<file path="src/design/gcr_pkg.sv">
package gcr_pkg;

    localparam int SYNC_BYTES_DEF = 5;
    localparam int GAP_BYTES_DEF  = 9;
    localparam int QUEUE_DEPTH    = 4;
    localparam int QUEUE_PTR_W    = $clog2(QUEUE_DEPTH);

    localparam logic [7:0] HDR_MARK      = 8'h08;
    localparam logic [7:0] HDR_MARK_BAD  = 8'hff;
    localparam logic [7:0] DATA_MARK     = 8'h07;
    localparam logic [7:0] DATA_MARK_BAD = 8'h00;
    localparam logic [7:0] HDR_PAD       = 8'h0f;
    localparam logic [7:0] GAP_FILL      = 8'h55;
    localparam logic [7:0] SYNC_FILL     = 8'hff;
    localparam logic [7:0] ZERO_BYTE     = 8'h00;

    localparam logic CFG_ID_FIRST  = 1'b0;
    localparam logic CFG_ID_SECOND = 1'b1;

    typedef enum logic [2:0] {
        ERR_OK        = 3'd0,
        ERR_NO_HEADER = 3'd1,
        ERR_NO_SYNC   = 3'd2,
        ERR_NO_BLOCK  = 3'd3,
        ERR_DATA_CHK  = 3'd4,
        ERR_HDR_CHK   = 3'd5,
        ERR_ID_MISM   = 3'd6,
        ERR_UNUSED    = 3'd7
    } t_err;

    typedef enum logic [2:0] {
        PH_IDLE,
        PH_SYNC1,
        PH_HGRP0,
        PH_HGRP1,
        PH_GAP,
        PH_SYNC2,
        PH_DATA
    } t_phase;

    // one queued command: either a full header burst or one data group
    typedef struct packed {
        logic        is_hdr;
        logic        last;
        logic [7:0]  sync;
        logic [31:0] grp0;   // first byte in the top bits
        logic [31:0] grp1;
    } t_cmd;

    function automatic logic [4:0] gcr_nib(input logic [3:0] n);
        logic [4:0] r;
        unique case (n)
            4'h0: r = 5'h0a;
            4'h1: r = 5'h0b;
            4'h2: r = 5'h12;
            4'h3: r = 5'h13;
            4'h4: r = 5'h0e;
            4'h5: r = 5'h0f;
            4'h6: r = 5'h16;
            4'h7: r = 5'h17;
            4'h8: r = 5'h09;
            4'h9: r = 5'h19;
            4'ha: r = 5'h1a;
            4'hb: r = 5'h1b;
            4'hc: r = 5'h0d;
            4'hd: r = 5'h1d;
            4'he: r = 5'h1e;
            default: r = 5'h15;
        endcase
        return r;
    endfunction

    function automatic logic [39:0] gcr_encode(input logic [31:0] g);
        logic [39:0] r;
        for (int i = 0; i < 8; i++) begin
            r[5*i +: 5] = gcr_nib(g[4*i +: 4]);
        end
        return r;
    endfunction

endpackage

</file>
<file path="src/design/gcr_front.sv">
module gcr_front (
    input  logic          i_clk,
    input  logic          i_rst_n,
    input  logic          i_cfg_wr_en,
    input  logic          i_cfg_index,
    input  logic [7:0]    i_cfg_wdata,
    input  logic          i_valid,
    output logic          o_ready,
    input  logic [7:0]    i_data,
    input  logic [7:0]    i_track,
    input  logic [7:0]    i_sector,
    input  logic [2:0]    i_err,
    input  logic          i_q_full,
    output logic          o_push,
    output gcr_pkg::t_cmd o_cmd
);

    logic [7:0]  r_id_first, r_id_second;
    logic [7:0]  r_pos, n_pos;
    logic [23:0] r_buf, n_buf;
    logic [7:0]  r_chk, n_chk;
    logic [1:0]  r_fill, n_fill;
    logic        w_acc;
    logic [7:0]  w_sync, w_idm, w_hchk, w_mark;

    assign o_ready = !i_q_full;
    assign w_acc   = i_valid && o_ready;

    assign w_sync = (i_err == gcr_pkg::ERR_NO_SYNC)   ? gcr_pkg::GAP_FILL : gcr_pkg::SYNC_FILL;
    assign w_idm  = (i_err == gcr_pkg::ERR_ID_MISM)   ? 8'hff : 8'h00;
    assign w_mark = (i_err == gcr_pkg::ERR_NO_HEADER) ? gcr_pkg::HDR_MARK_BAD
                                                      : gcr_pkg::HDR_MARK;
    assign w_hchk = ((i_err == gcr_pkg::ERR_HDR_CHK) ? 8'hff : 8'h00)
                    ^ i_sector ^ i_track ^ r_id_first ^ r_id_second ^ w_idm;

    always_comb begin
        n_pos  = r_pos;
        n_buf  = r_buf;
        n_chk  = r_chk;
        n_fill = r_fill;
        o_push = 1'b0;
        o_cmd  = '0;
        if (w_acc) begin
            priority if (r_pos == 8'd0) begin
                o_push      = 1'b1;
                o_cmd.is_hdr = 1'b1;
                o_cmd.sync  = w_sync;
                o_cmd.grp0  = {w_mark, w_hchk, i_sector, i_track};
                o_cmd.grp1  = {r_id_second, r_id_first ^ w_idm,
                               gcr_pkg::HDR_PAD, gcr_pkg::HDR_PAD};
                n_chk  = ((i_err == gcr_pkg::ERR_DATA_CHK) ? 8'hff : 8'h00) ^ i_data;
                n_buf  = {8'h00,
                          (i_err == gcr_pkg::ERR_NO_BLOCK) ? gcr_pkg::DATA_MARK_BAD
                                                           : gcr_pkg::DATA_MARK,
                          i_data};
                n_fill = 2'd2;
                n_pos  = 8'd1;
            end else if (r_pos == 8'd255) begin
                o_push     = 1'b1;
                o_cmd.last = 1'b1;
                o_cmd.grp0 = {i_data, r_chk ^ i_data, gcr_pkg::ZERO_BYTE, gcr_pkg::ZERO_BYTE};
                n_chk  = 8'd0;
                n_buf  = 24'd0;
                n_fill = 2'd0;
                n_pos  = 8'd0;
            end else begin
                n_chk = r_chk ^ i_data;
                n_pos = r_pos + 8'd1;
                if (r_fill == 2'd3) begin
                    o_push     = 1'b1;
                    o_cmd.grp0 = {r_buf, i_data};
                    n_buf  = 24'd0;
                    n_fill = 2'd0;
                end else begin
                    n_buf  = {r_buf[15:0], i_data};
                    n_fill = r_fill + 2'd1;
                end
            end
        end
    end

    always_ff @(posedge i_clk) begin
        if (!i_rst_n) begin
            r_id_first  <= 8'd0;
            r_id_second <= 8'd0;
            r_pos       <= 8'd0;
            r_buf       <= 24'd0;
            r_chk       <= 8'd0;
            r_fill      <= 2'd0;
        end else begin
            r_pos  <= n_pos;
            r_buf  <= n_buf;
            r_chk  <= n_chk;
            r_fill <= n_fill;
            if (i_cfg_wr_en) begin
                unique case (i_cfg_index)
                    gcr_pkg::CFG_ID_FIRST:  r_id_first  <= i_cfg_wdata;
                    gcr_pkg::CFG_ID_SECOND: r_id_second <= i_cfg_wdata;
                    default: ;
                endcase
            end
        end
    end

endmodule

</file>
<file path="src/design/gcr_queue.sv">
module gcr_queue (
    input  logic          i_clk,
    input  logic          i_rst_n,
    input  logic          i_push,
    input  gcr_pkg::t_cmd i_cmd,
    input  logic          i_pop,
    output gcr_pkg::t_cmd o_cmd,
    output logic          o_full,
    output logic          o_empty
);

    localparam int PW = gcr_pkg::QUEUE_PTR_W;

    gcr_pkg::t_cmd r_mem [gcr_pkg::QUEUE_DEPTH];
    logic [PW-1:0] r_wr, r_rd;
    logic [PW:0]   r_count;

    assign o_full  = (r_count == (PW+1)'(gcr_pkg::QUEUE_DEPTH));
    assign o_empty = (r_count == '0);
    assign o_cmd   = r_mem[r_rd];

    always_ff @(posedge i_clk) begin
        if (i_push) begin
            r_mem[r_wr] <= i_cmd;
        end
    end

    always_ff @(posedge i_clk) begin
        if (!i_rst_n) begin
            r_wr    <= '0;
            r_rd    <= '0;
            r_count <= '0;
        end else begin
            if (i_push) begin
                r_wr <= r_wr + PW'(1);
            end
            if (i_pop) begin
                r_rd <= r_rd + PW'(1);
            end
            unique case ({i_push, i_pop})
                2'b10:   r_count <= r_count + (PW+1)'(1);
                2'b01:   r_count <= r_count - (PW+1)'(1);
                default: r_count <= r_count;
            endcase
        end
    end

endmodule

</file>
<file path="src/design/gcr_back.sv">
module gcr_back #(
    parameter int SYNC_BYTES = gcr_pkg::SYNC_BYTES_DEF,
    parameter int GAP_BYTES  = gcr_pkg::GAP_BYTES_DEF
) (
    input  logic          i_clk,
    input  logic          i_rst_n,
    input  logic          i_q_empty,
    input  gcr_pkg::t_cmd i_cmd,
    output logic          o_pop,
    output logic          o_valid,
    input  logic          i_ready,
    output logic [7:0]    o_byte,
    output logic          o_last
);

    localparam int MAXC  = (SYNC_BYTES > GAP_BYTES) ?
                           ((SYNC_BYTES > 5) ? SYNC_BYTES : 5) :
                           ((GAP_BYTES > 5) ? GAP_BYTES : 5);
    localparam int CW    = $clog2(MAXC);
    localparam int GAP_L = (GAP_BYTES > 0) ? GAP_BYTES - 1 : 0;

    gcr_pkg::t_phase r_phase, n_phase;
    logic [CW-1:0]   r_cnt, n_cnt;
    logic [39:0]     r_sh, n_sh;
    logic [39:0]     r_hdr2;
    logic [7:0]      r_sync;
    logic            r_end;
    logic            r_out_valid;
    logic [7:0]      r_out_byte;
    logic            r_out_last;
    logic            w_adv;
    logic            w_cnt_sync, w_cnt_grp, w_cnt_gap;
    logic [7:0]      w_byte;
    logic            w_last;

    assign w_adv      = (r_phase != gcr_pkg::PH_IDLE) && (!r_out_valid || i_ready);
    assign o_pop      = (r_phase == gcr_pkg::PH_IDLE) && !i_q_empty;
    assign w_cnt_sync = (r_cnt == CW'(SYNC_BYTES - 1));
    assign w_cnt_grp  = (r_cnt == CW'(4));
    assign w_cnt_gap  = (r_cnt == CW'(GAP_L));

    // next phase
    always_comb begin
        n_phase = r_phase;
        n_cnt   = r_cnt;
        n_sh    = r_sh;
        if (o_pop) begin
            n_cnt   = '0;
            n_sh    = gcr_pkg::gcr_encode(i_cmd.grp0);
            n_phase = i_cmd.is_hdr ? gcr_pkg::PH_SYNC1 : gcr_pkg::PH_DATA;
        end else if (w_adv) begin
            n_cnt = r_cnt + CW'(1);
            unique case (r_phase)
                gcr_pkg::PH_SYNC1: begin
                    if (w_cnt_sync) begin
                        n_phase = gcr_pkg::PH_HGRP0;
                        n_cnt   = '0;
                    end
                end
                gcr_pkg::PH_HGRP0: begin
                    n_sh = {r_sh[31:0], 8'h00};
                    if (w_cnt_grp) begin
                        n_phase = gcr_pkg::PH_HGRP1;
                        n_cnt   = '0;
                        n_sh    = r_hdr2;
                    end
                end
                gcr_pkg::PH_HGRP1: begin
                    n_sh = {r_sh[31:0], 8'h00};
                    if (w_cnt_grp) begin
                        n_phase = (GAP_BYTES > 0) ? gcr_pkg::PH_GAP : gcr_pkg::PH_SYNC2;
                        n_cnt   = '0;
                    end
                end
                gcr_pkg::PH_GAP: begin
                    if (w_cnt_gap) begin
                        n_phase = gcr_pkg::PH_SYNC2;
                        n_cnt   = '0;
                    end
                end
                gcr_pkg::PH_SYNC2: begin
                    if (w_cnt_sync) begin
                        n_phase = gcr_pkg::PH_IDLE;
                    end
                end
                gcr_pkg::PH_DATA: begin
                    n_sh = {r_sh[31:0], 8'h00};
                    if (w_cnt_grp) begin
                        n_phase = gcr_pkg::PH_IDLE;
                    end
                end
                default: n_phase = gcr_pkg::PH_IDLE;
            endcase
        end
    end

    // emitted byte
    always_comb begin
        w_byte = r_sh[39:32];
        w_last = 1'b0;
        unique case (r_phase)
            gcr_pkg::PH_SYNC1, gcr_pkg::PH_SYNC2: w_byte = r_sync;
            gcr_pkg::PH_GAP:                      w_byte = gcr_pkg::GAP_FILL;
            gcr_pkg::PH_DATA:                     w_last = r_end && w_cnt_grp;
            default: ;
        endcase
    end

    always_ff @(posedge i_clk) begin
        if (!i_rst_n) begin
            r_phase     <= gcr_pkg::PH_IDLE;
            r_cnt       <= '0;
            r_out_valid <= 1'b0;
        end else begin
            r_phase <= n_phase;
            r_cnt   <= n_cnt;
            if (w_adv) begin
                r_out_valid <= 1'b1;
            end else if (i_ready) begin
                r_out_valid <= 1'b0;
            end
        end
    end

    always_ff @(posedge i_clk) begin
        r_sh <= n_sh;
        if (o_pop) begin
            r_hdr2 <= gcr_pkg::gcr_encode(i_cmd.grp1);
            r_sync <= i_cmd.sync;
            r_end  <= i_cmd.last;
        end
        if (w_adv) begin
            r_out_byte <= w_byte;
            r_out_last <= w_last;
        end
    end

    assign o_valid = r_out_valid;
    assign o_byte  = r_out_byte;
    assign o_last  = r_out_last;

endmodule

</file>
<file path="src/design/gcr_sector_encoder.sv">
// GCR sector encoder.
// Input stream s_axis: one raw sector byte per item, 256 items per sector.
// Track, sector and error code are used only with the first byte of a sector.
// Output stream m_axis: encoded bytes, MSB first; tlast marks the final byte
// of a sector. Disk ID bytes must be written by the user through the cfg port
// while idle; the block does not enforce this. The first byte of a sector
// produces the header burst of 2*SYNC_BYTES + GAP_BYTES + 10 bytes; every
// completed four byte group then produces five bytes, the last group carrying
// the data checksum. The first output byte of a command passes through the
// command queue, the sequencer registers and the output register.
// Throughput: one input item per cycle while the four entry command queue
// has room; the output sequencer gives one byte per cycle within a command
// while the receiver is ready, and emits no byte in the step in which it
// loads the next command from the queue.
// A stalled receiver holds the output register; the sequencer stops, the
// queue fills and s_axis_tready drops. Reset clears the sector position,
// checksum, queue and sequencer; disk IDs return to zero.
module gcr_sector_encoder #(
    parameter int SYNC_BYTES = gcr_pkg::SYNC_BYTES_DEF,
    parameter int GAP_BYTES  = gcr_pkg::GAP_BYTES_DEF
) (
    input  logic        i_clk,
    input  logic        i_rst_n,
    input  logic        i_cfg_wr_en,
    input  logic        i_cfg_index,
    input  logic [7:0]  i_cfg_wdata,
    input  logic        s_axis_tvalid,
    output logic        s_axis_tready,
    input  logic [31:0] s_axis_tdata,   // data_byte, track_number, sector_number, error_code
    output logic        m_axis_tvalid,
    input  logic        m_axis_tready,
    output logic [7:0]  m_axis_tdata,   // gcr_byte
    output logic        m_axis_tlast
);

    gcr_pkg::t_cmd w_push_cmd, w_pop_cmd;
    logic          w_push, w_pop, w_full, w_empty;

    gcr_front u_front (
        .i_clk       (i_clk),
        .i_rst_n     (i_rst_n),
        .i_cfg_wr_en (i_cfg_wr_en),
        .i_cfg_index (i_cfg_index),
        .i_cfg_wdata (i_cfg_wdata),
        .i_valid     (s_axis_tvalid),
        .o_ready     (s_axis_tready),
        .i_data      (s_axis_tdata[7:0]),
        .i_track     (s_axis_tdata[15:8]),
        .i_sector    (s_axis_tdata[23:16]),
        .i_err       (s_axis_tdata[26:24]),
        .i_q_full    (w_full),
        .o_push      (w_push),
        .o_cmd       (w_push_cmd)
    );

    gcr_queue u_queue (
        .i_clk   (i_clk),
        .i_rst_n (i_rst_n),
        .i_push  (w_push),
        .i_cmd   (w_push_cmd),
        .i_pop   (w_pop),
        .o_cmd   (w_pop_cmd),
        .o_full  (w_full),
        .o_empty (w_empty)
    );

    gcr_back #(
        .SYNC_BYTES (SYNC_BYTES),
        .GAP_BYTES  (GAP_BYTES)
    ) u_back (
        .i_clk     (i_clk),
        .i_rst_n   (i_rst_n),
        .i_q_empty (w_empty),
        .i_cmd     (w_pop_cmd),
        .o_pop     (w_pop),
        .o_valid   (m_axis_tvalid),
        .i_ready   (m_axis_tready),
        .o_byte    (m_axis_tdata),
        .o_last    (m_axis_tlast)
    );

endmodule
</file>
<file path="config.mk">
export PLATFORM = sky130hd
export DESIGN_NAME = gcr_sector_encoder
export DESIGN_NICKNAME = d
export VERILOG_FILES = /design/src/design/gcr_pkg.sv /design/src/design/gcr_front.sv /design/src/design/gcr_queue.sv /design/src/design/gcr_back.sv /design/src/design/gcr_sector_encoder.sv
export SDC_FILE = /design/constraint.sdc
export NUM_CORES = 1
export LEC_CHECK = 0
export ABC_AREA = 0
export BUFFER_PORTS_ARGS = -buffer_cell sky130_fd_sc_hd__buf_2
export CELL_PAD_IN_SITES_DETAIL_PLACEMENT = 0
export CELL_PAD_IN_SITES_GLOBAL_PLACEMENT = 1
export CORE_MARGIN = 8
export CORE_UTILIZATION = 38
export CTS_BUF_LIST = sky130_fd_sc_hd__clkbuf_4
export CTS_CLUSTER_DIAMETER = 120
export CTS_CLUSTER_SIZE = 14
export DETAILED_ROUTE_END_ITERATION = 16
export HOLD_SLACK_MARGIN = 0.03
export PLACE_DENSITY_LB_ADDON = 0.1
export SLEW_MARGIN = 15
export SYNTH_ARGS = -nofsm -noshare
export SYNTH_HDL_FRONTEND = slang
export SYNTH_SLANG_ARGS = --single-unit
</file>
<file path="constraint.sdc">
create_clock -name i_clk -period 3.4 [get_ports i_clk]
set_input_delay 0.51 -clock i_clk [delete_from_list [all_inputs] [get_ports i_clk]]
set_output_delay 0.51 -clock i_clk [all_outputs]
set_load 0.005 [all_outputs]
</file>
======== Word level (Yosys, flattened, before mapping) ========
Memory sizes are Yosys's and may differ from the RTL's. A register that Yosys moved wholly into a read port is not among the register bits.
Index checks and enable logic that the tools add are counted.
operators by class
  bitwise logic cells ..................... 10
  muxes and demuxes ....................... 53
  add/sub/neg operators ................... 7
  eq/ne operators ......................... 24
  reduce and logical (&&, ||, !) cells .... 25
operators with widths
  kind                   number
  $mux W32               4
  $mux W40               3
  $mux W8                10
  $pmux W40 S2           1
  $mux W74               1
  $mux W24               3
  $xor A8 B8 Y8          8
  $mux W3                9
  $eq A3 B3 Y1 const B   7
  $pmux W8 S2            1
  $pmux W3 S5            1
  $eq A3 B2 Y1 const B   4
  $ne A3 B2 Y1 const B   4
  $mux W1                11
  $mux W2                5
  $add A8 B1 Y8 const B  1
  $eq A8 B8 Y1 const B   1
  $logic_not A8 Y1       1
  $mux W4                2
  $pmux W4 S2            1
  $reduce_or A2 Y1       4
  $add A2 B1 Y2 const B  3
  $eq A3 B1 Y1 const B   2
  $logic_not A3 Y1       2
  other kinds (18)       30
storage, ports and cells
  memory bits (read-only) ................. 1280
  memory bits (writable) .................. 296
  memories kept ........................... 17
  word-level logic and storage cells ...... 153
  bits of input ports ..................... 46
  flip-flop bits (word level) ............. 131
  output and inout port bits .............. 11
memory list
  name              depth  bits a word  rd ports  clocked after memory_dff  wr ports  RTL line         text
  u_queue.r_mem     4      74           1         1                         1         gcr_queue.sv:14  gcr_pkg::t_cmd r_mem [gcr_pkg::QUEUE_DEPTH];
  (name not given)  16     5            1         1                         0         gcr_pkg.sv:52    unique case (n)
  (name not given)  16     5            1         1                         0         gcr_pkg.sv:52
  (name not given)  16     5            1         1                         0         gcr_pkg.sv:52
  (name not given)  16     5            1         1                         0         gcr_pkg.sv:52
  (name not given)  16     5            1         1                         0         gcr_pkg.sv:52
  11 more memories  -      -            -         -                         -         -

======== Logic depth before layout (Yosys ltp) ========
  depth after elaboration ................. 9
  gate-level depth with buffers ........... 13
  mapped depth without buffers ............ 11

======== Cells and area by module ========
From an unflattened synthesis, not the netlist that was laid out.
second synthesis, totals
  cell total of the unflattened synthesis .. 1364
  area, all modules ....................... 20000.4 um^2
modules (own cells, without submodules)
  module     area each (um^2)  cells each  sequential area each (um^2)  times used
  gcr_queue  11130.7           432         9068.7                       1
  gcr_back   4919.7            419         3103.0                       1
  gcr_front  3950.0            513         1161.1                       1

======== Least setup slack after synthesis ========
Ideal clock, no wire load.
  kind .................................... flip-flop to flip-flop
  start ................................... register u_queue.r_count[0]
  end ..................................... register u_queue.r_count[2]
  setup time .............................. 0.070 ns
  setup slack ............................. 0.203 ns
  period minus slack after synthesis ...... 3.197 ns
  required time ........................... 3.330 ns
  stages on the path, launching flop included .. 12
  path buffers ............................ 2
  data arrival time ....................... 3.126 ns
  cell sequence ........................... dfxtp_1 -> or3_1 -> clkbuf_1 -> nand2_1 -> inv_1 -> clkbuf_1 -> ha_1 -> inv_1 -> fa_1 -> xor2_1 -> or3_1 -> a21oi_1
between the ends
  longest elaborated chain between the ends .. 6
  elaborated cells on any way between the ends .. 13
  those cells by class .................... add/sub: 2; eq/ne: 3; mux: 2; reduce/logical: 6
RTL lines
  item                                               RTL line         text
  start: declaration                                 gcr_queue.sv:16  logic [PW:0] r_count;
  start signal: assignment                           gcr_queue.sv:41  2'b10: r_count <= r_count + (PW+1)'(1);
  start signal: assignment                           gcr_queue.sv:42  2'b01: r_count <= r_count - (PW+1)'(1);
  start signal: assignment                           gcr_queue.sv:43  default: r_count <= r_count;
  $eq A3 B3 Y1                                       gcr_queue.sv:18  assign o_full = (r_count == (PW+1)'(gcr_pkg::QUEUE_DEPTH));
  $logic_not A1 Y1                                   gcr_front.sv:26  assign o_ready = !i_q_full;
  $logic_and A1 B1 Y1                                gcr_front.sv:27  assign w_acc = i_valid && o_ready;
  $mux W1                                            gcr_front.sv:43  if (w_acc) begin
  $eq A2 B1 Y1 or $eq A2 B2 Y1 (tied branches)       gcr_queue.sv:40  unique case ({i_push, i_pop})
  $pmux W3 S2 or $reduce_bool A2 Y1 (tied branches)  -
Several ways; a longest one is shown, not always the timed one.
A chain may end at the register's enable or synchronous reset.

======== Worst setup path after layout ========
  start ................................... register u_front.r_pos[0]
  end ..................................... register u_queue.r_count[2]
between the ends
  longest elaborated chain between the ends .. 6
  elaborated cells on any way between the ends .. 9
  those cells by class .................... eq/ne: 3; mux: 4; reduce/logical: 2
RTL lines
  item                                               RTL line         text
  start: declaration                                 gcr_front.sv:19  logic [7:0] r_pos, n_pos;
  start signal: assignment                           gcr_front.sv:91  r_pos <= n_pos;
  $eq A8 B8 Y1                                       gcr_front.sv:58  end else if (r_pos == 8'd255) begin
  $mux W1                                            gcr_front.sv:58
  $mux W1 *                                          gcr_front.sv:44  priority if (r_pos == 8'd0) begin
  $mux W1 *                                          gcr_front.sv:43
  $eq A2 B1 Y1 or $eq A2 B2 Y1 (tied branches)       gcr_queue.sv:40
  $pmux W3 S2 or $reduce_bool A2 Y1 (tied branches)  -
Mark *: on every way between the ends. The rest lies on a longest branch, timed or not.

==> impl_metrics.yaml <==
run_status:
  result_of_the_run: "finished clean"
sta:
  max-slew-margin-rel_pct: 37.4
  timing.clock.skew_ns: 0.0678
  finalHoldViolCount: 0
  fin_setup_tns_ns: 0
  ratio_of_final_minimum_period_to_clock_period_pct: 83.9
  maxSlewViolCount: 0
  rsz0062_at_grt: "no"
  maxClockFrequency_ghz: 0.351
  setup_violations: 0
  worst_slew_pin_slew_ns: 0.937
  layout_min_cycle_time_ns: 2.85
clock_network:
  cts_htree_levels: 1
  clock_sinks: 353
  tritoncts: "done"
  ctsLongestPathBuffers: 3
  cts_made_buffers: 29
  cts-root-buf: "sky130_fd_sc_hd__clkbuf_4"
  clk_pin_slew_worst_paths_ns: 0.18
  clock_latency_ns: 0.80
  cts_setup_buffers: 0
power:
  power_per_cell_area_mw_per_mm2: 701
  ir_worst_vdd_uv: 332
  cellLeakagePower_nw: 5.70
min_path:
  timing.hold.worst.class: "in2reg"
route:
  routed_wl_um: 39800
  via_per_inst: 5.35
  number_of_remaining_drc_errors: 0
  dr_wl_met3_um: 1760
  antenna_violating_nets_post_route: 0
  wl_met2_um: 18400
  dr_total_vias: 9604
  drt-wirelength-per-cell_um: 22.1
  detail_route.wirelength.met1_um: 18400
  drt-pass1-iter-count: 5
  initialDrtViolationCount: 638
  routed.top_layer: "met5"
logic_synthesis:
  synth_nets: 1239
  main_combinational_cell_family_by_area_after_synthesis: "simple AND/OR/NAND/NOR gates"
  synth_simple_gate_area_share_pct: 11.2
  syn-cell-area_mm2: 0.0156
  synth.area.mux_share_pct: 8.06
  synth_seq_cells: 353
  synth.lib_cells_used.distinct: 71
  compound_gate_fraction_of_synth_area_pct: 9.52
  syn-mean-instance-area_um2: 13.2
  post_synth_xor_area_fraction_pct: 3.77
  number_of_enable_flip_flop_cells_after_synthesis: 278
  dominantRegCellSynth: "sky130_fd_sc_hd__edfxtp_1"
  synth-async-reset-ratio_pct: 0
  netlist_instances: 1182
  synth.yosys.warnings: 0
  synth_adder_area_share_pct: 0.933
  part_of_the_yosys_area_used_for_sequential_elements_pct: 63.3
worst_setup_path:
  start_kind: "flop"
  worst-r2r-setup-slack_ns: 0.55
  critical_path_required_ns: 4.13
  worst_ep_arrival_time_ns: 3.58
  cp_endpoint_kind: "flop"
  cp_class: "reg2reg"
  timing.critical_path.fanout_max: 4
layout:
  share_of_post_route_cells_with_drive_strength_above_1_pct: 17.3
  finish.net_count: 1297
  num-fill-cells: 3796
  syn_to_final_growth_pct: 9.86
  mostFrequentLayoutCells: "sky130_fd_sc_hd__edfxtp_1, sky130_fd_sc_hd__nand2_1, sky130_fd_sc_hd__dfxtp_1, sky130_fd_sc_hd__nor2_1, sky130_fd_sc_hd__a21oi_1"
  layout_commonest_cell: "sky130_fd_sc_hd__edfxtp_1"
  post-route-cell-area_mm2: 0.0171
  finish.cell_count_without_fillers: 1795
die:
  core_area_mm2: 0.0406
  effective_utilization_at_floorplan_pct: 38.3
  die_area_mm2: 0.0477
  core.rowCount: 74
  fp.dieH_um: 218
  number_of_ports_placed_on_the_die_boundary: 57
  floorplan.die.width_um: 218
place:
  buffer_ports.inserted: 51
  dp_hpwl_um: 26700
  place_inst: 1717
  dpl-instance-area_mm2: 0.0164
  gp_routability_congestion: 0.776
global_route:
  grt_antenna_before_repair: 3
  grt_max_degree: 57
  gr-total-overflow: 0
  grtUsageTotal_pct: 16.6
  grt_pass1_vias: 9721
  grt_pass1_wl_um: 60700
job:
  max_cap_viol_count: 0
==> Yosys cell counts, types with 4 or more instances <==
cell type | number | area share (%)
sky130_fd_sc_hd__o21bai_1 | 7 | 0.34
sky130_fd_sc_hd__mux2_2 | 4 | 0.29
sky130_fd_sc_hd__or4_1 | 13 | 0.63
sky130_fd_sc_hd__clkbuf_1 | 44 | 1.1
sky130_fd_sc_hd__nor3_1 | 23 | 0.74
sky130_fd_sc_hd__buf_2 | 33 | 1.1
sky130_fd_sc_hd__mux2i_1 | 15 | 0.97
sky130_fd_sc_hd__buf_6 | 4 | 0.29
sky130_fd_sc_hd__inv_1 | 19 | 0.46
sky130_fd_sc_hd__o311a_1 | 10 | 0.64
sky130_fd_sc_hd__nand2_1 | 138 | 3.3
sky130_fd_sc_hd__nand3b_1 | 6 | 0.29
sky130_fd_sc_hd__a21oi_1 | 56 | 1.8
sky130_fd_sc_hd__nand4_1 | 16 | 0.64
sky130_fd_sc_hd__and2_1 | 6 | 0.24
sky130_fd_sc_hd__a31oi_1 | 44 | 1.8
sky130_fd_sc_hd__a22o_1 | 16 | 0.90
sky130_fd_sc_hd__xnor2_1 | 49 | 2.8
sky130_fd_sc_hd__nor2_1 | 67 | 1.6
sky130_fd_sc_hd__or3_1 | 4 | 0.16
sky130_fd_sc_hd__mux4_2 | 47 | 6.8
sky130_fd_sc_hd__xor2_1 | 18 | 1.0
sky130_fd_sc_hd__nand3_1 | 38 | 1.2
sky130_fd_sc_hd__o21ai_0 | 18 | 0.58
sky130_fd_sc_hd__dfxtp_1 | 75 | 9.7
sky130_fd_sc_hd__o22ai_1 | 7 | 0.28
sky130_fd_sc_hd__edfxtp_1 | 278 | 54
sky130_fd_sc_hd__ha_1 | 10 | 0.80
sky130_fd_sc_hd__nor2b_1 | 7 | 0.28
sky130_fd_sc_hd__a21o_1 | 9 | 0.43
sky130_fd_sc_hd__buf_4 | 5 | 0.24
sky130_fd_sc_hd__and3_1 | 17 | 0.68
sky130_fd_sc_hd__a211oi_1 | 25 | 1.2
==> area by class of cell <==
class / instances / area (um^2) / share of cell area (%)
Clock buffer: 52 / 390 / 2.28
Inverter: 20 / 75.1 / 0.439
Antenna cell: 1 / 2.50 / 0.0146
Timing Repair Buffer: 114 / 863 / 5.05
Sequential cell: 353 / 9850 / 57.7
Multi-Input combinational cell: 722 / 5220 / 30.5
Tap cell: 532 / 666 / 3.90
Clock inverter: 1 / 16.3 / 0.0952
==> flip-flops by register name, indices dropped and copies added, names as in the netlist, 3 cells and up, named ones only <==
| signal | flops |
|---|---|
| u_back.o_byte | 8 |
| u_back.r_cnt | 4 |
| u_back.r_hdr2 | 22 |
| u_back.r_phase | 3 |
| u_back.r_sh | 40 |
| u_front.r_buf | 24 |
| u_front.r_chk | 8 |
| u_front.r_id_first | 8 |
| u_front.r_id_second | 8 |
| u_front.r_pos | 8 |
| u_queue.r_count | 3 |
| u_queue.r_mem | 204 |
==> worst max-delay path: stages (launching register included) <==
cell	delay, ns
sky130_fd_sc_hd__dfxtp_1	0.41
sky130_fd_sc_hd__inv_1	0.08
sky130_fd_sc_hd__ha_1	0.19
sky130_fd_sc_hd__nor4b_2	0.16
sky130_fd_sc_hd__and2_1	0.19
sky130_fd_sc_hd__o31ai_2	0.48
sky130_fd_sc_hd__ha_1	0.27
sky130_fd_sc_hd__inv_1	0.06
sky130_fd_sc_hd__fa_1	0.37
sky130_fd_sc_hd__xor2_1	0.16
sky130_fd_sc_hd__or3_1	0.30
sky130_fd_sc_hd__a21oi_1	0.13
==> cells by family (layout without fill, tap and decap cells) <==
logic type      Yosys count  after routing
other cells               0              1
fa+ha+maj                11             11
simple gates            360            360
buf+inv                 107            187
flops                   353            353
compound gates          218            218
xor+xnor                 67             67
mux                      66             66
==> through the flow <==
stage	power (mW)	util [%]	hold WS, ns	worst slack [ns]
floorplan	8.82	-	0.432	0.203
global route	12.7	42.0	0.0711	0.356
finish	12.0	42.0	0.112	0.547
global placement	10.1	40.4	0.441	0.612
CTS	12.2	42.0	0.0320	0.548
detailed placement	10.1	40.4	0.443	0.591
==> worst paths after layout <==
| path | start | endpoint | depth (start not counted) |
|---|---|---|---|
| hold reg to reg | u_front.r_buf[23] | u_front.r_buf[23] | 2 |
| setup reg to reg | u_front.r_pos[0] | u_queue.r_count[2] | 11 |
| setup / recovery | u_front.r_pos[0] | u_queue.r_count[2] | 11 |
| hold / removal | s_axis_tdata[13] | u_queue.r_mem[3][37] | 2 |
==> what timing repair did <==
action                                 in CTS  in global routing
hold buffers                               24                  0
gates resized for setup                     0                  0
endpoints found under the hold margin      23                  0
==> metal layers <==
| layer | GRT usage [%] | vias to the layer above |
|---|---|---|
| li1 | - | 4596 |
| met1 | 22.8 | 4788 |
| met2 | 26.8 | 158 |
| met3 | 2.67 | 60 |
| met4 | 5.58 | 2 |
| met5 | 0 | - |
==> where the power goes <==
part / internal (mW) / total, mW / switching [mW]
Sequential: 5.89 / 6.26 / 0.368
Clock: 0.687 / 2.04 / 1.36
Combinational: 1.37 / 3.67 / 2.30
Total: 7.94 / 12.0 / 4.03
No activity file was read; power rests on OpenSTA's default activity.
